`config.mk`:
```
export PLATFORM = sky130hd
export DESIGN_NAME = kpb_ctrl
export DESIGN_NICKNAME = d
export VERILOG_FILES = /design/src/rtl/core/kmer_presence_bitmap_macros.svh /design/src/rtl/core/kpb_pkg.sv /design/src/rtl/core/kpb_ctrl.sv
export SDC_FILE = /design/constraint.sdc
export NUM_CORES = 1
export LEC_CHECK = 0
export BUFFER_PORTS_ARGS = -buffer_cell sky130_fd_sc_hd__buf_4
export CAP_MARGIN = 25
export CORE_AREA = 2 2 39 41
export DETAILED_ROUTE_END_ITERATION = 10
export DIE_AREA = 0 0 41 43
export GPL_ROUTABILITY_DRIVEN = 0
export GPL_TIMING_DRIVEN = 1
export PLACE_DENSITY_LB_ADDON = 0.3
export SLEW_MARGIN = 20
export SYNTH_ARGS = -nofsm -noshare
export SYNTH_HDL_FRONTEND = slang
export SYNTH_SLANG_ARGS = --single-unit
export TNS_END_PERCENT = 50
```
`constraint.sdc`:
```
create_clock -name clk -period 1.11 [get_ports clk]
set_input_delay 0.111 -clock clk [delete_from_list [all_inputs] [get_ports clk]]
set_output_delay 0.111 -clock clk [all_outputs]
set_load 0.1 [all_outputs]
```
`src/rtl/core/kmer_presence_bitmap_macros.svh`:
```
// Assertion macros for the k-mer presence bitmap RTL.
`ifndef KMER_PRESENCE_BITMAP_MACROS_SVH
`define KMER_PRESENCE_BITMAP_MACROS_SVH

// Same-cycle implication, checked on every clock outside reset.
`define KPB_ASSERT_NOW(label, ante, cons) \
  label: assert property (@(posedge clk) disable iff (rst) (ante) |-> (cons)) \
    else $error("kpb assertion failed");

// Next-cycle implication, checked on every clock outside reset.
`define KPB_ASSERT_NEXT(label, ante, cons) \
  label: assert property (@(posedge clk) disable iff (rst) (ante) |=> (cons)) \
    else $error("kpb assertion failed");

`endif

```
`src/rtl/core/kpb_pkg.sv`:
```
// Shared types, constants and codes of the k-mer presence bitmap.
package kpb_pkg;

  localparam int KMER_W  = 20;
  localparam int COUNT_W = 32;
  localparam int BASE_W  = 3;
  localparam int FUNC_W  = 2;
  localparam int LEN_W   = 4;
  localparam int DIST_W  = 21;
  localparam int TOTAL_W = 40;

  localparam int K_MAX_DEFAULT = 10;

  localparam int CFG_IDX_W  = 1;
  localparam int CFG_DATA_W = 32;

  localparam logic [CFG_IDX_W-1:0] CFG_KMER_LEN  = 1'd0;
  localparam logic [CFG_IDX_W-1:0] CFG_MIN_COUNT = 1'd1;

  localparam logic [LEN_W-1:0]   KMER_LEN_RESET  = 4'd10;
  localparam logic [COUNT_W-1:0] MIN_COUNT_RESET = 32'd256;

  localparam logic [FUNC_W-1:0] FUNC_INSERT = 2'd0;
  localparam logic [FUNC_W-1:0] FUNC_LOAD   = 2'd1;
  localparam logic [FUNC_W-1:0] FUNC_ROLL   = 2'd2;

  localparam logic [DIST_W-1:0]  DIST_MAX  = '1;
  localparam logic [TOTAL_W-1:0] TOTAL_MAX = '1;

  typedef struct packed {
    logic [FUNC_W-1:0]  func;
    logic [KMER_W-1:0]  kmer;
    logic [COUNT_W-1:0] count;
    logic [BASE_W-1:0]  base;
  } kpb_in_t;

  typedef struct packed {
    logic               present;
    logic [KMER_W-1:0]  rolled_kmer;
    logic               bad_base;
    logic [DIST_W-1:0]  distinct_kmers;
    logic [TOTAL_W-1:0] at_total;
    logic [TOTAL_W-1:0] gc_total;
  } kpb_out_t;

  typedef enum logic [2:0] {
    ST_CLEAR,
    ST_IDLE,
    ST_PREP,
    ST_RD_FWD,
    ST_CHK_FWD,
    ST_RD_RC,
    ST_CHK_RC,
    ST_DONE
  } kpb_state_t;

  typedef struct packed {
    logic clr_step;
    logic cap_in;
    logic prep;
    logic rd_fwd;
    logic chk_fwd;
    logic rd_rc;
    logic chk_rc;
    logic load_out;
  } kpb_cmd_t;

  typedef struct packed {
    logic clr_last;
    logic do_lookup;
    logic insert_hit;
    logic out_busy;
  } kpb_sts_t;

endpackage

```
`src/rtl/core/kpb_ctrl.sv`:
```
// Controller state machine: sequences clearing, lookups and inserts.
module kpb_ctrl (
  input  logic              clk,
  input  logic              rst,
  input  logic              in_valid,
  output logic              in_ready,
  input  kpb_pkg::kpb_sts_t sts,
  output kpb_pkg::kpb_cmd_t cmd
);

  kpb_pkg::kpb_state_t state, state_next;

  always_ff @(posedge clk) begin
    if (rst) begin
      state <= kpb_pkg::ST_CLEAR;
    end else begin
      state <= state_next;
    end
  end

  always_comb begin
    state_next = state;
    cmd        = '0;
    in_ready   = 1'b0;
    unique case (state)
      kpb_pkg::ST_CLEAR: begin
        cmd.clr_step = 1'b1;
        if (sts.clr_last) begin
          state_next = kpb_pkg::ST_IDLE;
        end
      end
      kpb_pkg::ST_IDLE: begin
        in_ready = 1'b1;
        if (in_valid) begin
          cmd.cap_in = 1'b1;
          state_next = kpb_pkg::ST_PREP;
        end
      end
      kpb_pkg::ST_PREP: begin
        cmd.prep   = 1'b1;
        state_next = sts.do_lookup ? kpb_pkg::ST_RD_FWD : kpb_pkg::ST_DONE;
      end
      kpb_pkg::ST_RD_FWD: begin
        cmd.rd_fwd = 1'b1;
        state_next = kpb_pkg::ST_CHK_FWD;
      end
      kpb_pkg::ST_CHK_FWD: begin
        cmd.chk_fwd = 1'b1;
        state_next  = sts.insert_hit ? kpb_pkg::ST_RD_RC : kpb_pkg::ST_DONE;
      end
      kpb_pkg::ST_RD_RC: begin
        cmd.rd_rc  = 1'b1;
        state_next = kpb_pkg::ST_CHK_RC;
      end
      kpb_pkg::ST_CHK_RC: begin
        cmd.chk_rc = 1'b1;
        state_next = kpb_pkg::ST_DONE;
      end
      kpb_pkg::ST_DONE: begin
        if (!sts.out_busy) begin
          cmd.load_out = 1'b1;
          state_next   = kpb_pkg::ST_IDLE;
        end
      end
      default: begin
        state_next = kpb_pkg::ST_IDLE;
      end
    endcase
  end

endmodule

```
==> run summary <==
The run finished, with violations left. The checks that failed: negative setup slack. From synthesis to final layout, the design area changed by 165%. The proportion of synthesized flip-flops having asynchronous set or reset came out at 0%. The largest individual stage delay along the critical path comes from the cell dfxtp_4. The slew at the pin closest to its max-slew limit came out at 0.291 ns. The detail route stage leaves a number of antenna-violating nets equal to 0.

The flip-flop count of the largest register after layout is 3. The relative max-transition margin is 80.6%. Counting every net in the synthesized netlist gives 41.

The average cell area after synthesis came out at approximately 8.1 sq um. The CTS sink count came out at 3. The element type at the critical path start is a flip-flop. The final max-slew violation count is 0.

The count of maximum capacitance violations is 0. The die is 43 um tall. The number of optimization iterations in the first detailed-route pass is 2. The total DRC errors in the routed layout came out at 0. The source of the critical timing path is state[0]. The number of global-route vias before repair came out at about 320.

Ranked by flip-flop count, first place goes to state. For the finished layout, the period the worst path requires is 1.30 ns. The sequential fraction of the synthesis area is a little over a fifth. The fraction of layout cells with a size suffix above 1 came out at 77.4%. For the worst setup path, the data required time is 1.00 ns. Clock tree synthesis selected as its root buffer the cell clkbuf_4.

The number of placement rows came out at 14. The antenna cell count came out at 0. Setup repair after global routing could not meet its margin everywhere. After layout, the worst path uses 117% of the clock period. After detailed routing, the average wire length per cell comes to roughly 11 um. The worst hold path begins at rst. In this run, synthesis produced a sequential element count of 3. The initial core utilization came out at 19.9%. The global-route usage over all layers came out at 10.9%. The largest stage delay on the critical path is 0.39 ns. The total via count after detailed routing came out at 360. The total congestion overflow came out at 0.

The maximum level of the CTS H-tree is 1. After synthesis, the netlist uses 20 different library cells. Leaving out fill and tap cells, the most frequent cells in the layout are 11 x buf_4, 9 x buf_12, 7 x buf_6, 4 x nor3b_4. The number of synthesis warnings is 0. The worst setup path is captured at an output port. In this run the cell area of the synthesized design comes to 275 sq um. After detailed routing, the number of vias per cell comes to 4.62. The core utilization of the finished layout is between 50% and 60%. Setup violations remaining at the end of the flow were counted as 11. The clock transition at the registers of the reported paths is 0.04 ns.

Entering global routing, the biggest net connects 14 pins. The total die area came out at between 1500 and 2000 sq um. The core region area is 1380 sq um. The maximum clock insertion buffer count is 2. The power after layout is 777 uW.

Fill cells in the final layout number 126. The power density of the placed cells is 1060 nW/um^2. After the first detailed-routing iteration, the DRC count stood at 1. The critical path arrival is 1.18 ns.

The number of hold-slack violations in the final timing report is 0. The clock skew came out at 0.00546 ns. Yosys mapped a number of flops with a built-in enable equal to 0. The critical path is of the flip-flop to output port type. TritonCTS built the clock tree. The clock network latency to the later pin of the worst-skew pair came out at between 0.2 and 0.25 ns.

The leakage power is between 0.0002 and 0.0003 uW. The number of I/O pins came out at 16. The placed wire-length estimate after detailed placement came out at 584 um. The min-delay analysis places its worst path in the category input port to flip-flop. The final wirelength came out at 887 um. The achievable frequency is between 0.7 and 0.8 GHz. The first global-routing pass estimated 1.26 mm of wire. Across the VDD grid, the largest voltage drop is 0.000548 V. The final setup slack of the worst path came out at -0.186 ns. The number of antenna violations at the first check in global routing came out at 0. The largest registers in the layout are state x3. Leaving out fill and tap cells, the most frequent cell in the layout is buf_4. Buffers inserted during clock tree synthesis total 3. The dominant synthesized flop cell is dfxtp_1. The largest fanout on the critical path is 7. The startpoint identified for the worst register-to-register timing path is state[0]. In this run the horizontal extent of the chip is 41 um. The net total in the final layout is 70. The number of port buffers came out at 15. The gate count after technology mapping is 34.

The cts-stage hold buffer count came out at 0. The critical path goes through nor3b_4, and2_4, buf_12.
==> synth_stat cells, types with 2 or more instances <==
library cell | number | area, sq um
nor3b_1 | 5 | 37.5
nand2_1 | 4 | 15.0
dfxtp_1 | 3 | 60.1
and3b_1 | 2 | 17.5
buf_4 | 2 | 15.0
nor2_1 | 2 | 7.51
nor2b_1 | 2 | 12.5
nor3_1 | 2 | 10.0
==> final cells by class <==
class / count / area, sq um / share of cell area (%)
clock buffers: 4 / 26.3 / 3.60
multi-input cells: 28 / 272 / 37.2
flip-flops and latches: 3 / 71.3 / 9.76
well taps: 16 / 20.0 / 2.74
repair buffers: 27 / 342 / 46.7
==> final timing paths <==
path / cells after the start / slack, ns / endpoint
worst max register to register: 5 / -0.09 / state[1]
worst min-delay path: 2 / 0.05 / state[0]
worst max-delay path: 3 / -0.19 / cmd[6]
worst min register to register: 3 / 0.69 / state[1]
==> cells by family (layout without fill, tap and decap cells) <==
group | Yosys count | count (layout) | share of synthesized area [%]
flip-flops | 3 | 3 | 21.8
AO/OA/AOI/OAI | 5 | 5 | 15.0
AND/OR/NAND/NOR | 23 | 23 | 53.6
buffers and inverters | 3 | 31 | 9.54
==> critical path: cells and delay by family (launching register included) <==
family | cells | cell delay (ns)
buffers and inverters | 1 | 0.16
flip-flops | 1 | 0.39
AND/OR/NAND/NOR | 2 | 0.40
==> layer usage <==
| metal | GRT usage, % | vias to the layer above | wire (um) |
|---|---|---|---|
| li1 | - | 180 | - |
| met1 | 12.1 | 172 | 307 |
| met2 | 17.5 | 8 | 536 |
| met3 | 4.71 | 0 | 42 |
| met4 | 4.00 | 0 | 0 |
| met5 | 0 | - | 0 |
==> through the flow <==
step	instance area [sq um]	TNS, ns	hold WS [ns]	std cells	setup WS (ns)
floorplan	355	-3.50	0.173	34	-0.722
global placement	527	-0.101	0.292	70	-0.0354
detailed placement	527	-0.168	0.288	70	-0.0494
CTS	679	-1.63	0.0452	76	-0.191
global route	731	-1.93	0.0531	78	-0.227
finish	731	-1.41	0.0526	78	-0.186
==> power breakdown <==
part	switching, uW	internal [uW]
logic	239	202
registers	26.5	117
clock network	57.4	135
total	323	454
==> timing repair <==
action | in CTS | in global routing
resized for setup | 28 | 8
pin swaps | 5 | 2
cloned | 0 | 0
setup buffers | 2 | 2
endpoints found under the hold margin | 0 | 0
endpoints found under the setup margin | 10 | 12
Power figures use the tool's default switching activity.
